<file path="config.mk">
export PLATFORM = sky130hd
export DESIGN_NAME = tga_truecolor_stream_decoder_flat
export DESIGN_NICKNAME = d
export VERILOG_FILES = /design/src/design/tgad_pkg.sv /design/src/design/tgad_if.sv /design/src/design/tgad_core.sv /design/src/design/tgad_out.sv /design/src/design/tga_truecolor_stream_decoder.sv /design/src/flat_wrapper.sv
export SDC_FILE = /design/constraint.sdc
export NUM_CORES = 1
export LEC_CHECK = 0
export BUFFER_PORTS_ARGS = -buffer_cell sky130_fd_sc_hd__buf_4
export CAP_MARGIN = 40
export CELL_PAD_IN_SITES_DETAIL_PLACEMENT = 1
export CELL_PAD_IN_SITES_GLOBAL_PLACEMENT = 2
export CORE_MARGIN = 1.5
export CORE_UTILIZATION = 25
export DETAILED_ROUTE_END_ITERATION = 8
export GPL_TIMING_DRIVEN = 0
export PLACE_DENSITY_LB_ADDON = 0.3
export SYNTH_ARGS = -nofsm -noshare
export SYNTH_HDL_FRONTEND = slang
export SYNTH_SLANG_ARGS = --single-unit
</file>
<file path="constraint.sdc">
create_clock -name clock -period 17.7 [get_ports clock]
set_input_delay 2.655 -clock clock [delete_from_list [all_inputs] [get_ports clock]]
set_output_delay 2.655 -clock clock [all_outputs]
set_load 0.05 [all_outputs]
</file>
<file path="src/design/tgad_pkg.sv">
// tgad_pkg: shared types and constants of the TGA true-color stream decoder.
// Result kinds, header byte offsets and the result record.
// No dependencies.
`timescale 1ns / 1ps

package tgad_pkg;

   typedef enum logic [1:0] {
      KIND_PIXEL = 2'd0,
      KIND_LAST  = 2'd1,
      KIND_FAIL  = 2'd2
   } kind_type;

   // header byte offsets
   localparam logic [4:0] HDR_ID_LEN    = 5'd0;
   localparam logic [4:0] HDR_CMAP_TYPE = 5'd1;
   localparam logic [4:0] HDR_IMG_TYPE  = 5'd2;
   localparam logic [4:0] HDR_WIDTH_LO  = 5'd12;
   localparam logic [4:0] HDR_WIDTH_HI  = 5'd13;
   localparam logic [4:0] HDR_HEIGHT_LO = 5'd14;
   localparam logic [4:0] HDR_HEIGHT_HI = 5'd15;
   localparam logic [4:0] HDR_DEPTH     = 5'd16;
   localparam logic [4:0] HDR_DESC      = 5'd17;

   localparam logic [7:0] IMG_TYPE_TRUECOLOR = 8'd2;
   localparam logic [7:0] DEPTH_24           = 8'd24;
   localparam logic [7:0] DEPTH_32           = 8'd32;
   localparam int         DESC_TOP_DOWN_BIT  = 5;
   localparam logic [7:0] ALPHA_OPAQUE       = 8'hFF;

   typedef struct packed {
      kind_type    kind;
      logic [7:0]  blue;
      logic [7:0]  green;
      logic [7:0]  red;
      logic [7:0]  alpha;
      logic [15:0] column;
      logic [15:0] dest_row;
      logic [15:0] image_width;
      logic [15:0] image_height;
   } result_type;

endpackage

</file>
<file path="src/design/tgad_if.sv">
// tgad_if: valid/ready channel interfaces for file bytes and decoded results.
// No dependencies.
`timescale 1ns / 1ps

interface tgad_req_if;
   logic       valid;
   logic       ready;
   logic [7:0] data_byte;
   logic       end_of_file;

   modport source (output valid, output data_byte, output end_of_file, input ready);
   modport sink   (input valid, input data_byte, input end_of_file, output ready);
endinterface

interface tgad_rsp_if;
   logic        valid;
   logic        ready;
   logic [1:0]  kind;
   logic [7:0]  blue;
   logic [7:0]  green;
   logic [7:0]  red;
   logic [7:0]  alpha;
   logic [15:0] column;
   logic [15:0] dest_row;
   logic [15:0] image_width;
   logic [15:0] image_height;

   modport source (output valid, output kind, output blue, output green, output red,
                   output alpha, output column, output dest_row, output image_width,
                   output image_height, input ready);
   modport sink   (input valid, input kind, input blue, input green, input red,
                   input alpha, input column, input dest_row, input image_width,
                   input image_height, output ready);
endinterface

</file>
<file path="src/design/tgad_core.sv">
// tgad_core: header capture, ID skip and pixel assembly state machine.
// Produces at most one result per accepted byte. Depends on tgad_pkg.
`timescale 1ns / 1ps

module tgad_core
   import tgad_pkg::*;
(
   input  logic        clock,
   input  logic        reset,
   input  logic        in_fire,
   input  logic [7:0]  data_byte,
   input  logic        end_of_file,
   output logic        res_valid,
   output result_type  res
);

   typedef enum logic [2:0] {
      PH_HEADER,
      PH_SKIP,
      PH_PIXELS,
      PH_DONE,
      PH_FAILED
   } phase_type;

   phase_type   phase_ff, phase_in;
   logic [4:0]  header_count_ff, header_count_in;
   logic [7:0]  id_skip_ff, id_skip_in;
   logic        type_ok_ff, type_ok_in;
   logic [15:0] hdr_width_ff, hdr_width_in;
   logic [15:0] hdr_height_ff, hdr_height_in;
   logic        four_byte_ff, four_byte_in;
   logic        top_down_ff, top_down_in;
   logic [1:0]  byte_in_pixel_ff, byte_in_pixel_in;
   logic [23:0] pixel_hold_ff, pixel_hold_in;
   logic [15:0] col_count_ff, col_count_in;
   logic [15:0] row_count_ff, row_count_in;

   logic [1:0]  last_byte;
   logic        col_end;
   logic        row_end;
   logic [15:0] flip_row;

   assign last_byte = four_byte_ff ? 2'd3 : 2'd2;
   assign col_end   = ({1'b0, col_count_ff} + 17'd1) >= {1'b0, hdr_width_ff};
   assign row_end   = ({1'b0, row_count_ff} + 17'd1) >= {1'b0, hdr_height_ff};
   assign flip_row  = hdr_height_ff - 16'd1 - row_count_ff;

   always_comb begin
      phase_in         = phase_ff;
      header_count_in  = header_count_ff;
      id_skip_in       = id_skip_ff;
      type_ok_in       = type_ok_ff;
      hdr_width_in     = hdr_width_ff;
      hdr_height_in    = hdr_height_ff;
      four_byte_in     = four_byte_ff;
      top_down_in      = top_down_ff;
      byte_in_pixel_in = byte_in_pixel_ff;
      pixel_hold_in    = pixel_hold_ff;
      col_count_in     = col_count_ff;
      row_count_in     = row_count_ff;
      res_valid        = 1'b0;
      res              = '0;
      res.kind         = KIND_PIXEL;

      if (in_fire) begin
         case (phase_ff)
            PH_HEADER: begin
               case (header_count_ff)
                  HDR_ID_LEN:    id_skip_in = data_byte;
                  HDR_CMAP_TYPE: type_ok_in = (data_byte == 8'd0);
                  HDR_IMG_TYPE: begin
                     if (data_byte != IMG_TYPE_TRUECOLOR) type_ok_in = 1'b0;
                  end
                  HDR_WIDTH_LO:  hdr_width_in = {8'h00, data_byte};
                  HDR_WIDTH_HI:  hdr_width_in = {data_byte, hdr_width_ff[7:0]};
                  HDR_HEIGHT_LO: hdr_height_in = {8'h00, data_byte};
                  HDR_HEIGHT_HI: hdr_height_in = {data_byte, hdr_height_ff[7:0]};
                  HDR_DEPTH: begin
                     if (data_byte == DEPTH_32) begin
                        four_byte_in = 1'b1;
                     end else if (data_byte == DEPTH_24) begin
                        four_byte_in = 1'b0;
                     end else begin
                        type_ok_in = 1'b0;
                     end
                  end
                  HDR_DESC:      top_down_in = data_byte[DESC_TOP_DOWN_BIT];
                  default: ;
               endcase
               header_count_in = header_count_ff + 5'd1;
               if (header_count_ff == HDR_DESC) begin
                  if (type_ok_in && (hdr_width_in != 16'd0) && (hdr_height_in != 16'd0)) begin
                     phase_in = (id_skip_in != 8'd0) ? PH_SKIP : PH_PIXELS;
                  end else begin
                     res_valid = 1'b1;
                     res.kind  = KIND_FAIL;
                     phase_in  = PH_FAILED;
                  end
               end
            end
            PH_SKIP: begin
               id_skip_in = id_skip_ff - 8'd1;
               if (id_skip_in == 8'd0) phase_in = PH_PIXELS;
            end
            PH_PIXELS: begin
               if (byte_in_pixel_ff < last_byte) begin
                  case (byte_in_pixel_ff)
                     2'd0:    pixel_hold_in[7:0]   = data_byte;
                     2'd1:    pixel_hold_in[15:8]  = data_byte;
                     default: pixel_hold_in[23:16] = data_byte;
                  endcase
                  byte_in_pixel_in = byte_in_pixel_ff + 2'd1;
               end else begin
                  res_valid    = 1'b1;
                  res.kind     = (col_end && row_end) ? KIND_LAST : KIND_PIXEL;
                  res.blue     = pixel_hold_ff[7:0];
                  res.green    = pixel_hold_ff[15:8];
                  res.red      = four_byte_ff ? pixel_hold_ff[23:16] : data_byte;
                  res.alpha    = four_byte_ff ? data_byte : ALPHA_OPAQUE;
                  res.column   = col_count_ff;
                  res.dest_row = top_down_ff ? row_count_ff : flip_row;
                  byte_in_pixel_in = 2'd0;
                  pixel_hold_in    = '0;
                  if (col_end && row_end) begin
                     phase_in = PH_DONE;
                  end else if (col_end) begin
                     col_count_in = 16'd0;
                     row_count_in = row_count_ff + 16'd1;
                  end else begin
                     col_count_in = col_count_ff + 16'd1;
                  end
               end
            end
            default: ;
         endcase

         res.image_width  = hdr_width_in;
         res.image_height = hdr_height_in;

         if (end_of_file) begin
            if (phase_in == PH_HEADER || phase_in == PH_SKIP || phase_in == PH_PIXELS) begin
               res_valid    = 1'b1;
               res.kind     = KIND_FAIL;
               res.blue     = 8'd0;
               res.green    = 8'd0;
               res.red      = 8'd0;
               res.alpha    = 8'd0;
               res.column   = 16'd0;
               res.dest_row = 16'd0;
            end
            phase_in         = PH_HEADER;
            header_count_in  = '0;
            id_skip_in       = '0;
            type_ok_in       = 1'b0;
            hdr_width_in     = '0;
            hdr_height_in    = '0;
            four_byte_in     = 1'b0;
            top_down_in      = 1'b0;
            byte_in_pixel_in = '0;
            pixel_hold_in    = '0;
            col_count_in     = '0;
            row_count_in     = '0;
         end
      end
   end

   always_ff @(posedge clock) begin
      if (reset) begin
         phase_ff         <= PH_HEADER;
         header_count_ff  <= '0;
         id_skip_ff       <= '0;
         type_ok_ff       <= 1'b0;
         hdr_width_ff     <= '0;
         hdr_height_ff    <= '0;
         four_byte_ff     <= 1'b0;
         top_down_ff      <= 1'b0;
         byte_in_pixel_ff <= '0;
         pixel_hold_ff    <= '0;
         col_count_ff     <= '0;
         row_count_ff     <= '0;
      end else begin
         phase_ff         <= phase_in;
         header_count_ff  <= header_count_in;
         id_skip_ff       <= id_skip_in;
         type_ok_ff       <= type_ok_in;
         hdr_width_ff     <= hdr_width_in;
         hdr_height_ff    <= hdr_height_in;
         four_byte_ff     <= four_byte_in;
         top_down_ff      <= top_down_in;
         byte_in_pixel_ff <= byte_in_pixel_in;
         pixel_hold_ff    <= pixel_hold_in;
         col_count_ff     <= col_count_in;
         row_count_ff     <= row_count_in;
      end
   end

endmodule

</file>
<file path="src/design/tgad_out.sv">
// tgad_out: result register between the decoder core and the result channel.
// Frees itself in the cycle the receiver takes the result. Depends on tgad_pkg.
`timescale 1ns / 1ps

module tgad_out
   import tgad_pkg::*;
(
   input  logic       clock,
   input  logic       reset,
   input  logic       load,
   input  result_type load_data,
   input  logic       take,
   output logic       free,
   output logic       valid,
   output result_type data
);

   logic       valid_ff, valid_in;
   result_type data_ff;

   assign free  = !valid_ff || take;
   assign valid = valid_ff;
   assign data  = data_ff;

   always_comb begin
      valid_in = valid_ff;
      if (take) valid_in = 1'b0;
      if (load) valid_in = 1'b1;
   end

   always_ff @(posedge clock) begin
      if (reset) begin
         valid_ff <= 1'b0;
      end else begin
         valid_ff <= valid_in;
      end
   end

   always_ff @(posedge clock) begin
      if (load) begin
         data_ff <= load_data;
      end
   end

endmodule

</file>
<file path="src/design/tga_truecolor_stream_decoder.sv">
// tga_truecolor_stream_decoder: top level of the uncompressed true-color TGA decoder.
// Depends on tgad_pkg, tgad_if, tgad_core and tgad_out.
//
// Usage:
//   req_chan carries the file one byte per transfer, end_of_file set on the last byte.
//   rsp_chan carries decoded pixels with column, destination row and header size.
//   kind is pixel, final pixel (success) or failure; on failure the receiver drops
//   the pixels it already got for that file.
//   Latency: a result is on rsp_chan the cycle after the byte that completes it.
//   Throughput: one byte per cycle while req_chan.ready is high; each byte goes through
//   one pass of the core's state update into a single result register.
//   Header bytes but a failing last one, ID and non-final pixel bytes give no result without end_of_file.
//   Reset: decoder returns to the header phase and the result register empties.
//   Stall: a result waits in the result register; req_chan.ready drops only while
//   that register is full and rsp_chan.ready is low.
`timescale 1ns / 1ps

module tga_truecolor_stream_decoder
   import tgad_pkg::*;
(
   input  logic        clock,
   input  logic        reset,
   tgad_req_if.sink    req_chan,
   tgad_rsp_if.source  rsp_chan
);

   logic       in_fire;
   logic       res_valid;
   result_type res;
   logic       out_free;
   logic       out_valid;
   result_type out_data;

   assign req_chan.ready = out_free;
   assign in_fire        = req_chan.valid && out_free;

   tgad_core u_core (
      .clock       (clock),
      .reset       (reset),
      .in_fire     (in_fire),
      .data_byte   (req_chan.data_byte),
      .end_of_file (req_chan.end_of_file),
      .res_valid   (res_valid),
      .res         (res)
   );

   tgad_out u_out (
      .clock     (clock),
      .reset     (reset),
      .load      (in_fire && res_valid),
      .load_data (res),
      .take      (rsp_chan.ready),
      .free      (out_free),
      .valid     (out_valid),
      .data      (out_data)
   );

   assign rsp_chan.valid        = out_valid;
   assign rsp_chan.kind         = out_data.kind;
   assign rsp_chan.blue         = out_data.blue;
   assign rsp_chan.green        = out_data.green;
   assign rsp_chan.red          = out_data.red;
   assign rsp_chan.alpha        = out_data.alpha;
   assign rsp_chan.column       = out_data.column;
   assign rsp_chan.dest_row     = out_data.dest_row;
   assign rsp_chan.image_width  = out_data.image_width;
   assign rsp_chan.image_height = out_data.image_height;

endmodule

</file>
<file path="src/flat_wrapper.sv">
// flat-port wrapper written by rule: the top's interface ports become plain ports
module tga_truecolor_stream_decoder_flat import tgad_pkg::*;
  (clock, reset, req_chan_valid, req_chan_data_byte, req_chan_end_of_file, req_chan_ready, rsp_chan_valid, rsp_chan_kind, rsp_chan_blue, rsp_chan_green, rsp_chan_red, rsp_chan_alpha, rsp_chan_column, rsp_chan_dest_row, rsp_chan_image_width, rsp_chan_image_height, rsp_chan_ready);
  tgad_req_if req_chan_i ();
  tgad_rsp_if rsp_chan_i ();
  input  logic clock;
  input  logic reset;
  input wire logic [$bits(req_chan_i.valid)-1:0] req_chan_valid;
  input wire logic [$bits(req_chan_i.data_byte)-1:0] req_chan_data_byte;
  input wire logic [$bits(req_chan_i.end_of_file)-1:0] req_chan_end_of_file;
  output wire logic [$bits(req_chan_i.ready)-1:0] req_chan_ready;
  output wire logic [$bits(rsp_chan_i.valid)-1:0] rsp_chan_valid;
  output wire logic [$bits(rsp_chan_i.kind)-1:0] rsp_chan_kind;
  output wire logic [$bits(rsp_chan_i.blue)-1:0] rsp_chan_blue;
  output wire logic [$bits(rsp_chan_i.green)-1:0] rsp_chan_green;
  output wire logic [$bits(rsp_chan_i.red)-1:0] rsp_chan_red;
  output wire logic [$bits(rsp_chan_i.alpha)-1:0] rsp_chan_alpha;
  output wire logic [$bits(rsp_chan_i.column)-1:0] rsp_chan_column;
  output wire logic [$bits(rsp_chan_i.dest_row)-1:0] rsp_chan_dest_row;
  output wire logic [$bits(rsp_chan_i.image_width)-1:0] rsp_chan_image_width;
  output wire logic [$bits(rsp_chan_i.image_height)-1:0] rsp_chan_image_height;
  input wire logic [$bits(rsp_chan_i.ready)-1:0] rsp_chan_ready;
  assign req_chan_i.valid = req_chan_valid;
  assign req_chan_i.data_byte = req_chan_data_byte;
  assign req_chan_i.end_of_file = req_chan_end_of_file;
  assign req_chan_ready = req_chan_i.ready;
  assign rsp_chan_valid = rsp_chan_i.valid;
  assign rsp_chan_kind = rsp_chan_i.kind;
  assign rsp_chan_blue = rsp_chan_i.blue;
  assign rsp_chan_green = rsp_chan_i.green;
  assign rsp_chan_red = rsp_chan_i.red;
  assign rsp_chan_alpha = rsp_chan_i.alpha;
  assign rsp_chan_column = rsp_chan_i.column;
  assign rsp_chan_dest_row = rsp_chan_i.dest_row;
  assign rsp_chan_image_width = rsp_chan_i.image_width;
  assign rsp_chan_image_height = rsp_chan_i.image_height;
  assign rsp_chan_i.ready = rsp_chan_ready;
  tga_truecolor_stream_decoder u_core (.clock(clock), .reset(reset), .req_chan(req_chan_i), .rsp_chan(rsp_chan_i));
endmodule
</file>
== Yosys cells after proc, flatten, opt, wreduce, memory -nomap -nowiden ==
Cells that the tools add are included.

* Bits of input ports: 13
* Word-level logic and storage cells: 176
* Bits in registers: 208
* Output and inout port bits: 100

* Equal/unequal tests: 21
* Muxes and demuxes: 82
* Reductions and logical operators: 37
* $add $sub $neg: 9
* Order comparisons: 3

{| class="wikitable"
|+ Operator list
! operator !! count
|-
| 16-bit two-way mux || 19
|-
| 66-bit two-way mux || 2
|-
| 24-bit two-way mux || 3
|-
| 8-bit two-way mux || 9
|-
| 65-bit two-way mux || 1
|-
| 64-bit two-way mux || 1
|-
| 16-bit one-hot mux with 2 select lines || 2
|-
| 16-bit by 1-bit adder with 17-bit output (second input constant) || 2
|-
| 17-bit by 16-bit greater-or-equal comparator with 1-bit output || 2
|-
| 16-bit by 1-bit adder with 16-bit output (second input constant) || 2
|-
| 16-bit nonzero test || 2
|-
| 1-bit two-way mux || 25
|-
| 3-bit two-way mux || 7
|-
| 5-bit by 4-bit equality test with 1-bit output (second input constant) || 4
|-
| 8-bit logical NOT || 2
|-
| 8-bit one-hot mux with 2 select lines || 1
|-
| 16-bit by 1-bit subtractor with 16-bit output (second input constant) || 1
|-
| 16-bit subtractor || 1
|-
| 2-bit two-way mux || 6
|-
| 3-bit AND reduction || 4
|-
| 2-bit nonzero test || 6
|-
| 5-bit equality test (second input constant) || 2
|-
| 5-bit two-way mux || 2
|-
| 3-bit one-hot mux with 3 select lines || 1
|-
| other kinds (30) || 45
|}

== Longest topological paths before layout ==
* Depth after elaboration: 20
* Depth in mapped cells: 17
* Mapped depth without buffers: 14

== By module ==
A second synthesis with hierarchy kept.

* Cells, all modules: 1268
* Area total of the unflattened synthesis: 11297.1 µm²

{| class="wikitable"
|+ By module, submodules not included
! module !! sequential area each (µm²) !! cells each !! instances !! area an instance (µm²)
|-
| tgad_core || 2182.1 || 1164 || 1 || 8295.5
|-
| tgad_out || 2962.8 || 102 || 1 || 2989.1
|-
| tga_truecolor_stream_decoder || 0.0 || 2 || 1 || 12.5
|}

== Worst setup path after synthesis ==
Ideal clock, no wire load.

* Kind: input -> register
* Start: input port req_chan_data_byte[6]
* End: register u_core.u_out.data_ff (netlist bit u_core.u_out.data[0]), enable pin
* Setup time: 0.613 ns
* Arrival time: 9.340 ns
* Path slack: 7.747 ns
* Data required time: 17.087 ns
* Path buffers: 1
* Cell stages on the path: 8
* Cell sequence: clkbuf_1 or4_1 nor2_1 a31oi_1 nor4_2 a311oi_1 nand2b_1 a31oi_1

* Word-level cells in the longest chain between the ends: 19
* Elaborated cells on any way between the ends: 41
* Those cells by class: eq/ne: 5; mux: 26; reduce/logical: 10

{| class="wikitable"
|+ RTL lines
! what !! line !! source
|-
| start, declared || flat_wrapper.sv:9 || <nowiki>input wire logic [$bits(req_chan_i.data_byte)-1:0] req_chan_data_byte;</nowiki>
|-
| 8-bit by 5-bit equality test with 1-bit output || tgad_core.sv:81 || <nowiki>end else if (data_byte == DEPTH_24) begin</nowiki>
|-
| 1-bit two-way mux || tgad_core.sv:81 ||
|-
| 1-bit two-way mux || tgad_core.sv:79 || <nowiki>if (data_byte == DEPTH_32) begin</nowiki>
|-
| 1-bit one-hot mux with 3 select lines || tgad_core.sv:68 || <nowiki>case (header_count_ff)</nowiki>
|-
| 1-bit two-way mux || tgad_core.sv:66 || <nowiki>case (phase_ff)</nowiki>
|-
| 1-bit two-way mux || tgad_core.sv:65 || <nowiki>if (in_fire) begin</nowiki>
|-
| 1-bit logical AND (2 in series) || tgad_core.sv:92 || <nowiki>if (type_ok_in && (hdr_width_in != 16'd0) && (hdr_height_in != 16'd0)) begin</nowiki>
|-
| 3-bit two-way mux || tgad_core.sv:92 ||
|-
| [2 not listed] || - ||
|-
| 3-bit two-way mux || tgad_core.sv:65 ||
|-
| 3-bit by 1-bit equality test with 1-bit output or 3-bit logical NOT (tied branches) || tgad_core.sv:141 || <nowiki>if (phase_in == PH_HEADER || phase_in == PH_SKIP || phase_in == PH_PIXELS) begin</nowiki>
|-
| 1-bit logical OR (2 in series) || tgad_core.sv:141 ||
|-
| 1-bit two-way mux || tgad_core.sv:141 ||
|-
| 1-bit two-way mux * || tgad_core.sv:140 || <nowiki>if (end_of_file) begin</nowiki>
|-
| 1-bit two-way mux * || tgad_core.sv:65 ||
|-
| 1-bit logical AND * || tga_truecolor_stream_decoder.sv:50 || <nowiki>.load (in_fire && res_valid),</nowiki>
|-
| named net u_core.u_out.load || tgad_out.sv:10 || <nowiki>input logic load,</nowiki>
|-
| end signal, assigned || tgad_out.sv:41 || <nowiki>data_ff <= load_data;</nowiki>
|-
| end, declared || tgad_out.sv:19 || <nowiki>result_type data_ff;</nowiki>
|}

Mark *: on every way through the listed nets, which the timed path passes. The rest lies on a longest branch. The select of a mux whose other input is x is not followed.
A chain may end at the register's enable or synchronous reset.

== Worst setup path after layout ==
* Start: register u_core.u_core.col_count_ff[0]
* End: register u_core.u_out.data_ff (netlist bit u_core.u_out.data[64]), enable pin

* Word-level cells in the longest chain between the ends: 14
* Elaborated cells on any way between the ends: 16
* Those cells by class: add/sub: 1; order compare: 1; eq/ne: 2; mux: 7; reduce/logical: 5

{| class="wikitable"
|+ RTL lines
! what !! line !! source
|-
| start, declared || tgad_core.sv:35 || <nowiki>logic [15:0] col_count_ff, col_count_in;</nowiki>
|-
| start signal, assigned || tgad_core.sv:192 || <nowiki>col_count_ff <= col_count_in;</nowiki>
|-
| 16-bit by 1-bit adder with 17-bit output * || tgad_core.sv:44 || <nowiki>assign col_end = ({1'b0, col_count_ff} + 17'd1) >= {1'b0, hdr_width_ff};</nowiki>
|-
| 17-bit by 16-bit greater-or-equal comparator with 1-bit output * || tgad_core.sv:44 ||
|-
| 1-bit logical AND * || tgad_core.sv:124 || <nowiki>if (col_end && row_end) begin</nowiki>
|-
| 3-bit two-way mux * || tgad_core.sv:124 ||
|-
| 3-bit two-way mux * || tgad_core.sv:106 || <nowiki>if (byte_in_pixel_ff < last_byte) begin</nowiki>
|-
| 3-bit one-hot mux with 3 select lines * || tgad_core.sv:66 ||
|-
| 3-bit two-way mux * || tgad_core.sv:65 ||
|-
| 3-bit by 1-bit equality test with 1-bit output or 3-bit logical NOT (tied branches) || tgad_core.sv:141 ||
|-
| 1-bit logical OR || tgad_core.sv:141 ||
|-
| 1-bit logical OR * || tgad_core.sv:141 ||
|-
| 1-bit two-way mux * || tgad_core.sv:141 ||
|-
| 1-bit two-way mux * || tgad_core.sv:140 ||
|-
| 1-bit two-way mux * || tgad_core.sv:65 ||
|-
| 1-bit logical AND * || tga_truecolor_stream_decoder.sv:50 ||
|-
| named net u_core.u_out.load || tgad_out.sv:10 ||
|}

Marks and branches as above.

==> results.yml <==
timing:
  fin_setup_tns_ps: 0
  slew_viol_final: 0
  whs_ps: 457
  layout_min_cycle_time_ps: 6020
  finalSetupViolCount: 0
  rsz0062_at_grt: "false"
  worst_slew_pin_slew_ps: 899
  hold_viol: 0
  max_freq_ghz: 0.166
  slew_headroom_pct: 40.1
  fin_skew_ps: 12.8
  fin_crit_sh_pct: 34.0
drt:
  wire_per_inst_um: 22.2
  ant_nets: 0
  first_pass_iters: 6
  routed_wl_um: 44700
  drtIter0Drc: 626
  vias: 10300
  drc: 0
  via_per_inst: 5.13
placed_design:
  gp_congestion: 0.826
  dp_hpwl_um: 33900
  io_buffers: 107
  dp_cells: 1970
run:
  maxCapViolations: 0
die:
  fp.dieH_um: 220
  start_util_pct: 25.3
  coreArea_um2: 46600
  dieArea_um2: 48500
  row_count: 79
  ios: 113
  die_x_um: 220
global_routing:
  antenna_found_initial: 0
  grt_pass1_wl_um: 67500
  grt_pass1_vias: 10500
  grtUsageTotal_pct: 18.4
  grt_max_degree: 27
  gr-total-overflow: 0
clock_network:
  cts.htree.levels: 1
  post_cts_buffers: 0
  clkSinkCount: 208
  cts_buffers: 25
  cts_max_path_buffers: 3
  cts_tree: "yes"
  clk_pin_slew_worst_paths_ps: 60
  postCtsResizedCells: 0
  ctsHoldBuffers: 0
  clock_latency_ps: 550
  cts_root_buffer: "clkbuf_16"
yosys:
  yosys_warnings: 0
  synth_nets: 1313
  seq_area_frac_synth_pct: 43.6
  postSynthAreaPerCell_um2: 9.51
  synth_edf_count: 98
  yosys.cell_types.count: 71
  ys_ff_latch: 208
  synthFlopType: "dfxtp_1"
  async_flop_share_pct: 0
  netlist_area_um2: 11800
  synthCells: 1241
worst_setup_path:
  cp_common_cell: "nand3_1"
  cp_top_family: "compound AO/OA/AOI/OAI gates"
  cp_cell_sequence: "and3_1 > and3_1 > clkbuf_1 > nand3_1 > nor2_1 > nand3_1 > xnor2_1 > ha_1 > nand3_1 > a311oi_1 > a2111oi_1 > buf_1 > a2bb2oi_1 > a211oi_1 > o21ai_0 > a31oi_4 > buf_12 > buf_12 > buf_8 > buf_16"
  worstPathRequired_ps: 17950
  crit_path_max_fanout: 26
  path_buf_inv: 6
  criticalPathCategory: "flop to flop"
  cpPeakStageDelay_ps: 690
  cp_slowest_cell: "a2111oi_1"
  cp-end-kind: "flop"
  worstSetupStartpointType: "flop"
  cp.arrival_ps: 6270
  ff2ff_setup_slack_ps: 11680
power_and_ir_drop:
  leakage_nw: 5.07
  ir_drop_mv: 0.0737
  power.density_nw_per_um2: 83.5
finish:
  syn_to_final_growth_pct: 22.8
  nets: 1463
  final_cells: 2017
  antenna_cells: 0
  drive_gt1_share_pct: 17.2
min_path:
  hold_path_class: "flop to flop"
outcome:
  outcome: "finished, final reports clean"
per-layer routing:
metal | part of all wire [%] | GRT usage, %
met4 | 1.6 | 3.88
met5 | 0 | 0
met1 | 48 | 26.0
met2 | 46 | 30.1
met3 | 4.1 | 1.98
area by class of cell:
cell class / count / area (µm²)
Timing Repair Buffer: 123 / 1030
Tap cell: 607 / 759
Fill cell: 5296 / 32100
Clock buffer: 29 / 662
Multi-Input combinational cell: 878 / 5980
Inverter: 63 / 236
Clock inverter: 17 / 223
Sequential cell: 208 / 5140
Buffer: 92 / 457
worst register-to-register path: stages, from the launching register on:
cell       delay, ps
dfxtp_1          500
and3_1           300
and3_1           180
clkbuf_1         220
nand3_1          240
nor2_1           310
nand3_1          140
xnor2_1          400
ha_1             340
nand3_1          130
a311oi_1          70
a2111oi_1        690
buf_1            270
a2bb2oi_1        180
a211oi_1         370
o21ai_0          290
a31oi_4          290
buf_12           200
buf_12           210
buf_8            200
buf_16           190
placed cells by master, fill, tap and decap left out, types with 28 or more instances in the layout:
master and count:
nand3_1 30, a21oi_1 72, a22oi_1 65, nor3_2 30
edfxtp_1 98, clkbuf_1 77, ha_1 58, dfxtp_1 110
nand2_1 57, buf_4 109, inv_1 62, nor2_1 161
xnor2_1 28
logic make-up after synthesis:
kind of cell	count (synthesis)	synth area share (%)
flip-flops	208	43.6
AO/OA/AOI/OAI	299	17.8
adder cells (fa/ha/maj)	59	6.32
XOR/XNOR	44	3.27
buffers and inverters	155	5.87
AND/OR/NAND/NOR	461	21.9
multiplexers	15	1.27
metrics by stage:
step / util (%) / area, µm² / total power, mW / worst slack [ps]
6_report: 31.1 / 14500 / 1.21 / 11680
5_1_grt: 31.1 / 14500 / 1.25 / 11400
4_1_cts: 31.1 / 14500 / 1.22 / 11350
3_5_place_dp: 29.2 / 13600 / 0.653 / 10960
3_3_place_gp: 28.7 / 13400 / 0.651 / 4070
2_1_floorplan: - / 11800 / 0.605 / 7750
final timing paths:
path / start / cells past startpoint / end
setup / recovery: u_core.u_core.col_count_ff[0] / 20 / u_core.u_out.data[64]
hold / removal: u_core.u_core.byte_in_pixel_ff[1] / 2 / u_core.u_core.byte_in_pixel_ff[1]
setup reg to reg: u_core.u_core.col_count_ff[0] / 20 / u_core.u_out.data[64]
hold reg to reg: u_core.u_core.byte_in_pixel_ff[1] / 2 / u_core.u_core.byte_in_pixel_ff[1]
sequential cells by signal, summed over array words and instances, names as in the netlist:
signal / flops
u_core.u_out.data: 98
u_core.u_core.four_byte_ff: 1
u_core.u_out.valid: 1
u_core.u_core.type_ok_ff: 1
u_core.u_core.top_down_ff: 1
u_core.u_core.id_skip_ff: 8
u_core.u_core.col_count_ff: 16
u_core.u_core.pixel_hold_ff: 24
u_core.u_core.hdr_width_ff: 16
u_core.u_core.header_count_ff: 5
u_core.u_core.row_count_ff: 16
u_core.u_core.hdr_height_ff: 16
u_core.u_core.phase_ff: 3
u_core.u_core.byte_in_pixel_ff: 2
synthesized netlist by cell type (all sizes together), types with 16 or more instances:
cell type,count,area (µm²)
nor3b,34,360
nor3,56,430
nand3,30,150
xor2,16,140
buf,18,179
a31oi,20,125
xnor2,28,245
nor2,161,604
clkbuf,74,278
o21ai,25,125
o31ai,16,120
inv,62,233
a22oi,65,488
dfxtp,110,2200
nand2,57,214
ha,58,726
nor4,23,150
a32oi,26,228
edfxtp,98,2940
a21oi,72,360
power by group:
part | total [mW] | switching [mW] | internal [mW]
logic | 0.126 | 0.0924 | 0.0332
clock network | 0.566 | 0.224 | 0.342
registers | 0.518 | 0.00536 | 0.512
total | 1.21 | 0.322 | 0.887
Power figures use the tool's default switching activity.
